File: config.mk
export PLATFORM = sky130hd
export DESIGN_NAME = mfae_cell
export DESIGN_NICKNAME = d
export VERILOG_FILES = /design/src/hw/rtl/mfae_pkg.sv /design/src/hw/rtl/mfae_cell.sv
export SDC_FILE = /design/constraint.sdc
export NUM_CORES = 1
export LEC_CHECK = 0
export ABC_AREA = 1
export BUFFER_PORTS_ARGS = -buffer_cell sky130_fd_sc_hd__buf_4
export CORE_MARGIN = 2
export CORE_UTILIZATION = 40
export CTS_BUF_LIST = sky130_fd_sc_hd__clkbuf_4
export CTS_CLUSTER_SIZE = 10
export DETAILED_ROUTE_END_ITERATION = 10
export GPL_ROUTABILITY_DRIVEN = 0
export PLACE_DENSITY = 0.78
export REMOVE_ABC_BUFFERS = 1
export SLEW_MARGIN = 20
export SYNTH_ARGS = -nofsm -noshare
export SYNTH_HDL_FRONTEND = slang
export SYNTH_SLANG_ARGS = --single-unit
File: constraint.sdc
create_clock -name clock -period 1.1 [get_ports clock]
set_clock_uncertainty 0.1 [all_clocks]
set_input_delay 0.055 -clock clock [delete_from_list [all_inputs] [get_ports clock]]
set_output_delay 0.055 -clock clock [all_outputs]
set_load 0.005 [all_outputs]
File: src/hw/rtl/mfae_pkg.sv
// Shared types, codes and arithmetic helpers for the MLP forward and error unit.
// No dependencies; mfae_cell, mfae_mac and the top level import this package.
package mfae_pkg;

   localparam int MAX_LAYERS_DEF   = 4;
   localparam int MAX_WIDTH_DEF    = 16;
   localparam int WEIGHT_DEPTH_DEF = 1024;
   localparam int FRAC_BITS_DEF    = 16;

   localparam int VALUE_W    = 32;
   localparam int ACC_W      = 64;
   localparam int ERR_W      = 48;
   localparam int CNT_REG_W  = 5;
   localparam int LAYER_REG_W = 3;
   localparam int WIDX_W     = 10;
   localparam int EIDX_W     = 4;
   localparam int OIDX_W     = 4;
   localparam int CSR_IDX_W  = 3;
   localparam int CSR_DATA_W = 5;
   localparam int REQ_DATA_W = 48;
   localparam int RSP_DATA_W = 88;

   localparam logic [ERR_W-1:0] ERR_MAX = '1;

   typedef enum logic [1:0] {
      OP_WRITE_WEIGHT = 2'd0,
      OP_INPUT        = 2'd1,
      OP_TARGET       = 2'd2,
      OP_CLEAR        = 2'd3
   } op_type;

   typedef enum logic [CSR_IDX_W-1:0] {
      CSR_INPUT_COUNT = 3'd0,
      CSR_LAYER_COUNT = 3'd1,
      CSR_LAYER0      = 3'd2,
      CSR_LAYER1      = 3'd3,
      CSR_LAYER2      = 3'd4,
      CSR_LAYER3      = 3'd5
   } csr_index_type;

   typedef enum logic [0:0] {
      KIND_OUTPUT = 1'b0,
      KIND_ERROR  = 1'b1
   } kind_type;

   typedef enum logic [2:0] {
      ST_IDLE,
      ST_LOAD,
      ST_RUN,
      ST_DRAIN,
      ST_EMIT
   } state_type;

   // Control of the operand chain.
   typedef struct packed {
      logic load;
      logic shift;
   } cell_ctl_type;

   // Position of one multiply within its neuron.
   typedef struct packed {
      logic first;
      logic last;
   } mac_tag_type;

   // Signed 64-bit add that sticks at the bounds on overflow.
   function automatic logic signed [ACC_W-1:0] sat_add(input logic signed [ACC_W-1:0] a,
                                                       input logic signed [ACC_W-1:0] b);
      logic signed [ACC_W-1:0] s;
      s = a + b;
      if (a[ACC_W-1] == b[ACC_W-1] && s[ACC_W-1] != a[ACC_W-1]) begin
         s = b[ACC_W-1] ? {1'b1, {(ACC_W-1){1'b0}}} : {1'b0, {(ACC_W-1){1'b1}}};
      end
      return s;
   endfunction

endpackage

File: src/hw/rtl/mfae_cell.sv
// One cell of the operand ring: holds one layer input and passes it to its neighbor.
// Depends on mfae_pkg.
module mfae_cell (
   input  logic                          clock,
   input  mfae_pkg::cell_ctl_type        ctl,
   input  logic [mfae_pkg::VALUE_W-1:0]  load_value,
   input  logic [mfae_pkg::VALUE_W-1:0]  neighbor_value,
   input  logic [mfae_pkg::VALUE_W-1:0]  head_value,
   input  logic                          wrap,
   output logic [mfae_pkg::VALUE_W-1:0]  value
);
   import mfae_pkg::*;

   logic [VALUE_W-1:0] value_ff;
   logic [VALUE_W-1:0] value_in;

   // The cell at the end of the active ring takes the head value back.
   always_comb begin
      value_in = value_ff;
      if (ctl.load) begin
         value_in = load_value;
      end else if (ctl.shift) begin
         value_in = wrap ? head_value : neighbor_value;
      end
   end

   always_ff @(posedge clock) begin
      value_ff <= value_in;
   end

   assign value = value_ff;
endmodule

==> run summary <==
status -> finished, final reports clean
Syn Area/Cell -> 7.608 sq um
dpl hpwl -> 4103 microns
Area Growth Syn to Fin -> 83.49%
first-pass detailed-route iteration total -> 4
HP Class -> input port to flip-flop
CP bufs+invs -> 1
Synth Register Bits -> 32
synth cell count leaders -> nand2_1 (98), inv_1 (64), edfxtp_1 (32), nand3_1 (32), nand2_2 (30)
crit-path cells -> buf_4
Final min period -> 1.005 ns
Worst Setup EP -> value[24]
crit path max fanout -> 1
Die Area -> 5785 sq um
largest net degree at the start of global routing -> 33
share of cells above drive strength 1 -> 0.3774
initial antenna violation count -> 0
Cells after Synth -> 273
Critical Path Source -> value[24]$_DFFE_PP_
H-Tree Depth -> 2
area of the multi-input gates -> 721.9 sq um
area of the core -> 5075 sq um
die width -> 76.06 microns
Crit Path Category -> flip-flop to output pin
row cnt -> 26
period utilisation layout -> 0.9140
delay-heaviest family, CP -> flip-flops
I/O pin count -> 132
Synth area leader -> edfxtp_1
total grt overflow -> 0
Nets -> 568
# port buffers -> 131
PostCTS Resize Cnt -> 0
Total Routed Length -> 6853 microns
max reg flops -> 32
cell with the most instances after synthesis -> nand2_1
max incr delay on CP -> 0.39 ns
Netlist Area Pre-Place -> 2077 sq um
CP required -> 0.94 ns
dominant synthesized flop cell -> edfxtp_1
ant diodes -> 0
Die Height -> 76.06 microns
TritonCTS buffer count -> 5
routed vias/inst -> 4.440
Synth Warn # -> 0
Fin. Hold Viols -> 0
number of synthesized flops with an enable pin -> 32
number of global-route vias before repair -> 2617
max cap viols -> 0
asr flop ratio synth -> 0
Crit path depth -> 1
clk sinks -> 32
TritonCTS clock tree -> done
top post-synthesis cells by area -> edfxtp_1 (46%), nand2_1 (18%), inv_1 (12%), nand2_2 (9.0%), nand3_1 (7.7%)
Total Routing Usage GR -> 0.2444
Fin Hold WS -> 0.01411 ns
DRC viols -> 0
share of the synthesized area in the top cell type -> 0.4627
Routed Antenna Nets -> 0
register area -> 960.9 sq um
clk buf depth -> 2
CP Launch Type -> flip-flop
critical path endpoint category -> output pin
clk slew on worst S/H paths -> 0.09 ns
Netlist cell types -> 12
wire length per cell -> 12.71 microns
number of fill cells -> 388
Pins Over Slew Limit -> 0
Fmax -> 994.7 MHz
Initial Util -> 0.4093
root buffer cell -> clkbuf_4
RSZ-0062 raised after global routing -> false
setup bufs post-CTS -> 0
Iteration-0 DRC Markers -> 108
final setup fails -> 0
Worst path slowest cell -> edfxtp_1
worst slew pin tran -> 0.3405 ns
Post-CTS Hold Fix Bufs -> 65
first-pass GRT wire length -> 11210 microns
sequential element share of the synthesized area -> 0.4627
setup TNS -> 0 ns
static leakage -> 2.087 nW
max_slew headroom -> 0.7730
Via Count -> 2393
crit path DAT -> 0.85 ns
Peak VDD IR -> 0.5181 mV
cell area power density -> 867.2 nW/um^2
==> cell usage in the layout, fill, tap and decap left out <==
| cell | n |
|---|---|
| clkbuf_4 | 7 |
| nand2_2 | 30 |
| clkinv_1 | 1 |
| dlygate4sd3_1 | 65 |
| inv_6 | 1 |
| nand2_1 | 98 |
| buf_4 | 133 |
| inv_4 | 1 |
| or2_2 | 1 |
| edfxtp_1 | 32 |
| inv_1 | 64 |
| nand3_1 | 32 |
| buf_12 | 4 |
==> where the power goes <==
| part | internal (mW) | switching (mW) | leakage [nW] |
|---|---|---|---|
| sequential | 1.51 | 0.0407 | 0.328 |
| clock | 0.295 | 0.359 | 0.0338 |
| combinational | 0.672 | 0.429 | 1.72 |
==> kinds of logic (layout without fill, tap and decap cells) <==
kind of cell,after synthesis,in the layout,share of synthesized area
and+or+nand+nor,161,161,0.3476
buffers and inverters,80,276,0.1898
DFF,32,32,0.4626
==> area by class of cell <==
| type | instances | area share |
|---|---|---|
| Sequential cell | 32 | 0.2521 |
| Inverter | 66 | 0.06697 |
| Tap cell | 70 | 0.02298 |
| Multi-Input combinational cell | 161 | 0.1894 |
| Clock buffer | 7 | 0.01379 |
| Clock inverter | 1 | 0.0009849 |
| Timing Repair Buffer | 202 | 0.4537 |
==> metrics by stage <==
| stage | setup WS, ns | utilization | instances | instance area [sq um] | power, mW |
|---|---|---|---|---|---|
| final | 0.09463 | 0.7510 | 539 | 3811 | 3.305 |
| after global routing | 0.03794 | 0.7510 | 539 | 3811 | 3.482 |
| after CTS | 0.07535 | 0.7510 | 539 | 3811 | 3.317 |
| after detailed placement | 0.04132 | 0.6117 | 466 | 3104 | 2.477 |
| after global placement | 0.04544 | 0.6117 | 466 | 3104 | 2.451 |
| after floorplan | 0.1043 | - | 259 | 1938 | 1.854 |
==> per-layer routing <==
layer,routed length (microns),part of all wire,up-vias,GRT usage
met5,0,0,-,0
met4,303,0.044,0,0.1291
met3,368,0.054,29,0.04976
met2,3877,0.57,99,0.5045
met1,2304,0.34,1070,0.2165
li1,-,-,1195,-
==> worst min path at each step <==
stage,from,endpoint,depth (start not counted)
3_5_place_dp,load_value[12],value[12]$_DFFE_PP_,3
2_1_floorplan,ctl[1],value[0]$_DFFE_PP_,2
3_3_place_gp,load_value[3],value[3]$_DFFE_PP_,3
5_1_grt,neighbor_value[23],value[23]$_DFFE_PP_,5
6_report,head_value[7],value[7]$_DFFE_PP_,5
4_1_cts,neighbor_value[23],value[23]$_DFFE_PP_,5
Note: power is estimated with default switching activity, not from simulation.
