===== src/hw/rtl/mfae_pkg.sv =====
// Shared types, codes and arithmetic helpers for the MLP forward and error unit.
// No dependencies; mfae_cell, mfae_mac and the top level import this package.
package mfae_pkg;

   localparam int MAX_LAYERS_DEF   = 4;
   localparam int MAX_WIDTH_DEF    = 16;
   localparam int WEIGHT_DEPTH_DEF = 1024;
   localparam int FRAC_BITS_DEF    = 16;

   localparam int VALUE_W    = 32;
   localparam int ACC_W      = 64;
   localparam int ERR_W      = 48;
   localparam int CNT_REG_W  = 5;
   localparam int LAYER_REG_W = 3;
   localparam int WIDX_W     = 10;
   localparam int EIDX_W     = 4;
   localparam int OIDX_W     = 4;
   localparam int CSR_IDX_W  = 3;
   localparam int CSR_DATA_W = 5;
   localparam int REQ_DATA_W = 48;
   localparam int RSP_DATA_W = 88;

   localparam logic [ERR_W-1:0] ERR_MAX = '1;

   typedef enum logic [1:0] {
      OP_WRITE_WEIGHT = 2'd0,
      OP_INPUT        = 2'd1,
      OP_TARGET       = 2'd2,
      OP_CLEAR        = 2'd3
   } op_type;

   typedef enum logic [CSR_IDX_W-1:0] {
      CSR_INPUT_COUNT = 3'd0,
      CSR_LAYER_COUNT = 3'd1,
      CSR_LAYER0      = 3'd2,
      CSR_LAYER1      = 3'd3,
      CSR_LAYER2      = 3'd4,
      CSR_LAYER3      = 3'd5
   } csr_index_type;

   typedef enum logic [0:0] {
      KIND_OUTPUT = 1'b0,
      KIND_ERROR  = 1'b1
   } kind_type;

   typedef enum logic [2:0] {
      ST_IDLE,
      ST_LOAD,
      ST_RUN,
      ST_DRAIN,
      ST_EMIT
   } state_type;

   // Control of the operand chain.
   typedef struct packed {
      logic load;
      logic shift;
   } cell_ctl_type;

   // Position of one multiply within its neuron.
   typedef struct packed {
      logic first;
      logic last;
   } mac_tag_type;

   // Signed 64-bit add that sticks at the bounds on overflow.
   function automatic logic signed [ACC_W-1:0] sat_add(input logic signed [ACC_W-1:0] a,
                                                       input logic signed [ACC_W-1:0] b);
      logic signed [ACC_W-1:0] s;
      s = a + b;
      if (a[ACC_W-1] == b[ACC_W-1] && s[ACC_W-1] != a[ACC_W-1]) begin
         s = b[ACC_W-1] ? {1'b1, {(ACC_W-1){1'b0}}} : {1'b0, {(ACC_W-1){1'b1}}};
      end
      return s;
   endfunction

endpackage


===== src/hw/rtl/mfae_mac.sv =====
// Pipelined multiply-accumulate with saturation and Q16.16 rescaling.
// Depends on mfae_pkg.
module mfae_mac #(
   parameter int IDX_W     = 4,
   parameter int FRAC_BITS = mfae_pkg::FRAC_BITS_DEF
) (
   input  logic                                clock,
   input  logic                                reset,
   input  logic                                issue,
   input  mfae_pkg::mac_tag_type               issue_tag,
   input  logic [IDX_W-1:0]                    issue_neuron,
   input  logic signed [mfae_pkg::VALUE_W-1:0] issue_x,
   input  logic signed [mfae_pkg::VALUE_W-1:0] weight,
   output logic                                busy,
   output logic                                out_we,
   output logic [IDX_W-1:0]                    out_idx,
   output logic signed [mfae_pkg::VALUE_W-1:0] out_value
);
   import mfae_pkg::*;

   logic                      v1_ff, v2_ff, v3_ff;
   mac_tag_type               tag1_ff, tag2_ff, tag3_ff;
   logic [IDX_W-1:0]          n1_ff, n2_ff, n3_ff;
   logic signed [VALUE_W-1:0] x1_ff;
   logic signed [ACC_W-1:0]   prod_ff;
   logic signed [ACC_W-1:0]   acc_ff;
   logic signed [ACC_W-1:0]   acc_in;
   logic signed [ACC_W-1:0]   shifted;

   always_comb begin
      acc_in = tag2_ff.first ? prod_ff : sat_add(acc_ff, prod_ff);
   end

   always_ff @(posedge clock) begin
      if (reset) begin
         v1_ff <= 1'b0;
         v2_ff <= 1'b0;
         v3_ff <= 1'b0;
      end else begin
         v1_ff <= issue;
         v2_ff <= v1_ff;
         v3_ff <= v2_ff;
      end
      tag1_ff <= issue_tag;
      n1_ff   <= issue_neuron;
      x1_ff   <= issue_x;
      tag2_ff <= tag1_ff;
      n2_ff   <= n1_ff;
      prod_ff <= ACC_W'(x1_ff) * ACC_W'(weight);
      tag3_ff <= tag2_ff;
      n3_ff   <= n2_ff;
      if (v2_ff) begin
         acc_ff <= acc_in;
      end
   end

   // Arithmetic shift rounds toward minus infinity, then clip to 32 bits.
   always_comb begin
      shifted = acc_ff >>> FRAC_BITS;
      if (shifted > ACC_W'(32'sh7fff_ffff)) begin
         out_value = 32'sh7fff_ffff;
      end else if (shifted < -ACC_W'(64'sh8000_0000)) begin
         out_value = 32'sh8000_0000;
      end else begin
         out_value = shifted[VALUE_W-1:0];
      end
   end

   assign out_we  = v3_ff & tag3_ff.last;
   assign out_idx = n3_ff;
   assign busy    = v1_ff | v2_ff | v3_ff;
endmodule


===== config.mk =====
export PLATFORM = sky130hd
export DESIGN_NAME = mfae_mac
export DESIGN_NICKNAME = d
export VERILOG_FILES = /design/src/hw/rtl/mfae_pkg.sv /design/src/hw/rtl/mfae_mac.sv
export SDC_FILE = /design/constraint.sdc
export NUM_CORES = 2
export LEC_CHECK = 0
export BUFFER_PORTS_ARGS = -buffer_cell sky130_fd_sc_hd__clkbuf_2
export CORE_UTILIZATION = 30
export CTS_CLUSTER_SIZE = 16
export DETAILED_ROUTE_END_ITERATION = 16
export GPL_TIMING_DRIVEN = 0
export PLACE_DENSITY = 0.45
export RECOVER_POWER = 25
export SYNTH_ARGS = -nofsm -noshare
export SYNTH_HDL_FRONTEND = slang
export SYNTH_SLANG_ARGS = --single-unit

===== constraint.sdc =====
create_clock -name clock -period 8.3 [get_ports clock]
set_input_delay 0.415 -clock clock [delete_from_list [all_inputs] [get_ports clock]]
set_output_delay 0.415 -clock clock [all_outputs]
set_load 0.03 [all_outputs]

==> metrics.txt <==
outcome=complete, but fails checks; failing checks=capacitance limit, slew limit; Slew headroom=-0.0489; commonest non-fill, non-tap cell in the layout=fa_1; most frequent cells in the layout=fa_1 (1049), inv_1 (1016), nand2_1 (631); slew of the pin with the lowest slew margin=1.57 ns; DIE HEIGHT=389 um; final hold vios=0; number of distinct library cells after synthesis=64; Data arrival, critical path=8.59 ns; core area=148000 um^2; Routed WL=around 180 mm; Post-route DRC=0; first-pass GRT wire length=approximately 260 mm; FF+latch count, synth=between 150 and 200; Layout Nets=about 6400; endpoints failing setup=0; post-synthesis average cell area=9.45 um^2; clock transition at the registers of the reported paths=about 0.10 ns; clock skew=about 0.023 ns; CTS tree=done; CP Max Fanout=10; First-pass DRT Iterations=5; overall die area=152000 um^2; post-synth net total=6169; Ys Warns=0; Starting Density=0.304; crit start category=input pin; final core utilization=0.342; fill count=15529; GRT Total Usage=0.239; drt wl/cell=approximately 25 um; Setup TNS=0 ns; largest net degree at the start of global routing=37; Placed Area=48100 um^2; Clock Path Buffers=2; Primary FF master, synth=dfxtp_1; Final period util=0.982; WS Path Type=in2reg; Worst EP required=8.74 ns; Vias/cell=4.85; worst skew pair latency=0.54 ns; Finished Cell Area=50800 um^2; Post-Synthesis Cells=between 4000 and 5000; TritonCTS Buffers=17; FP Rows=141; Achievable Freq=approximately 120 MHz; post-synthesis sequential area ratio=0.0942; Sink Count=180; Synth Cell Area=45000 um^2; Final ANT Viol Nets=0; port bufs=between 100 and 150; vias in the first global route=36609; initial antenna violation count=25; Detailed Place HPWL=~150 mm; ys async rst share=0; via count=between 30000 and 40000; HP Class=in2reg; Reg2Reg Setup Slack=0.19 ns; GP Congestion=0.936; number of flops mapped to enable cells by yosys=64; Slew Limit Fails=31; area grow syn2layout=12.8%; Hold Slack=0.0876 ns; RSZ-0062 raised after global routing=true; share of post-route cells with drive strength above 1=0.0927; Die Span X=389 um; Root Driver=clkbuf_16; H-tree levels=4; I/O pins=111; MaxCap Viol Count=1; initial DRC count=between 2000 and 2500; CP endpoint kind=flop; fin crit period=between 8 and 9 ns; total grt overflow=0
[cell families after synthesis]
logic type	synth area share
buffers and inverters	0.107
flip-flops	0.0942
XOR/XNOR	0.0255
AO/OA/AOI/OAI	0.0739
multiplexers	0.000722
adder cells (fa/ha/maj)	0.551
AND/OR/NAND/NOR	0.148
[final timing paths]
| path | startpoint | endpoint | depth (start not counted) |
|---|---|---|---|
| hold / removal | issue | v1_ff | 2 |
| hold reg to reg | n1_ff[1] | n2_ff[1] | 0 |
| setup reg to reg | x1_ff[3] | prod_ff[59] | 23 |
| setup / recovery | weight[30] | prod_ff[59] | 24 |
[area by class of cell]
class | instances | area (um^2) | area share
antenna | 7 | 17.5 | 0.000345
tap | 2002 | 2500 | 0.0493
clock buffer | 17 | 425 | 0.00837
timing repair buffer | 172 | 1140 | 0.0224
sequential | 180 | 4340 | 0.0854
multi-input combinational | 3301 | 36500 | 0.718
clock inverter | 15 | 226 | 0.00446
buffer | 251 | 1800 | 0.0354
inverter | 1026 | 3860 | 0.0760
[synth_stat cells (all sizes together), types with 9 or more instances]
cell type / instances / share of area
o211ai: 13 / 0.0022
dfxtp: 116 / 0.052
nor2b: 45 / 0.0063
clkbuf: 258 / 0.022
o21ai: 78 / 0.0087
and3: 14 / 0.0019
nor2: 48 / 0.0040
edfxtp: 64 / 0.043
and2: 499 / 0.069
fa: 1084 / 0.48
xnor2: 89 / 0.017
a21o: 91 / 0.015
nand2: 634 / 0.053
a2bb2oi: 49 / 0.0095
a41oi: 10 / 0.0023
nand3: 24 / 0.0027
o21bai: 19 / 0.0032
inv: 1025 / 0.085
a31oi: 21 / 0.0031
nand2b: 21 / 0.0029
a21oi: 139 / 0.015
nand4: 25 / 0.0035
xor2: 42 / 0.0082
o21a: 15 / 0.0025
nor3: 9 / 0.0011
ha: 247 / 0.069
[registers in the layout, indices dropped and copies added, names as in the netlist]
signal,flops
tag1_ff,2
v2_ff,1
acc_ff,64
v3_ff,1
v1_ff,1
out_idx,4
n2_ff,4
tag3_ff,1
n1_ff,4
tag2_ff,2
prod_ff,64
x1_ff,32
[critical path, stage by stage]
cell	delay [ns]
clkbuf_2	0.36
clkbuf_1	0.61
nand2_1	0.16
fa_1	0.52
fa_1	0.51
inv_1	0.05
fa_1	0.50
fa_2	0.49
fa_1	0.56
fa_1	0.53
fa_2	0.70
fa_1	0.48
ha_4	0.32
nand2_1	0.08
nor2_2	0.12
nand4_1	0.29
a311oi_4	0.50
nor3_4	0.13
o21ai_2	0.21
a41oi_2	0.17
a21oi_2	0.25
and3_4	0.23
a31oi_1	0.10
xnor2_1	0.28
[stage by stage]
| stage | cells | setup slack [ns] |
|---|---|---|
| 6_report | 6971 | 0.147 |
| 5_1_grt | 6965 | -0.0124 |
| 4_1_cts | 6952 | -0.0170 |
| 3_5_place_dp | 6879 | -1.88 |
| 3_3_place_gp | 6877 | -1.86 |
| 2_1_floorplan | 4765 | 0.567 |
[layer usage]
metal  track usage  vias to the layer above  share of wire
met5             0                        -        0.00026
met4        0.0961                        6          0.047
met3        0.0397                      271          0.067
met2         0.391                     1114           0.47
met1         0.313                    17777           0.42
li1              -                    14629              -
[timing repair]
| action | CTS | global route |
|---|---|---|
| gates resized for setup | 306 | 327 |
| setup buffers | 7 | 14 |
| hold endpoints to repair | 39 | 0 |
| endpoints found under the setup margin | 31 | 15 |
| hold buffers | 39 | 0 |
| pin swaps | 10 | 50 |
Power is not shown: default switching activity piles up to over one toggle a cycle in this logic, so the estimate is an artifact.
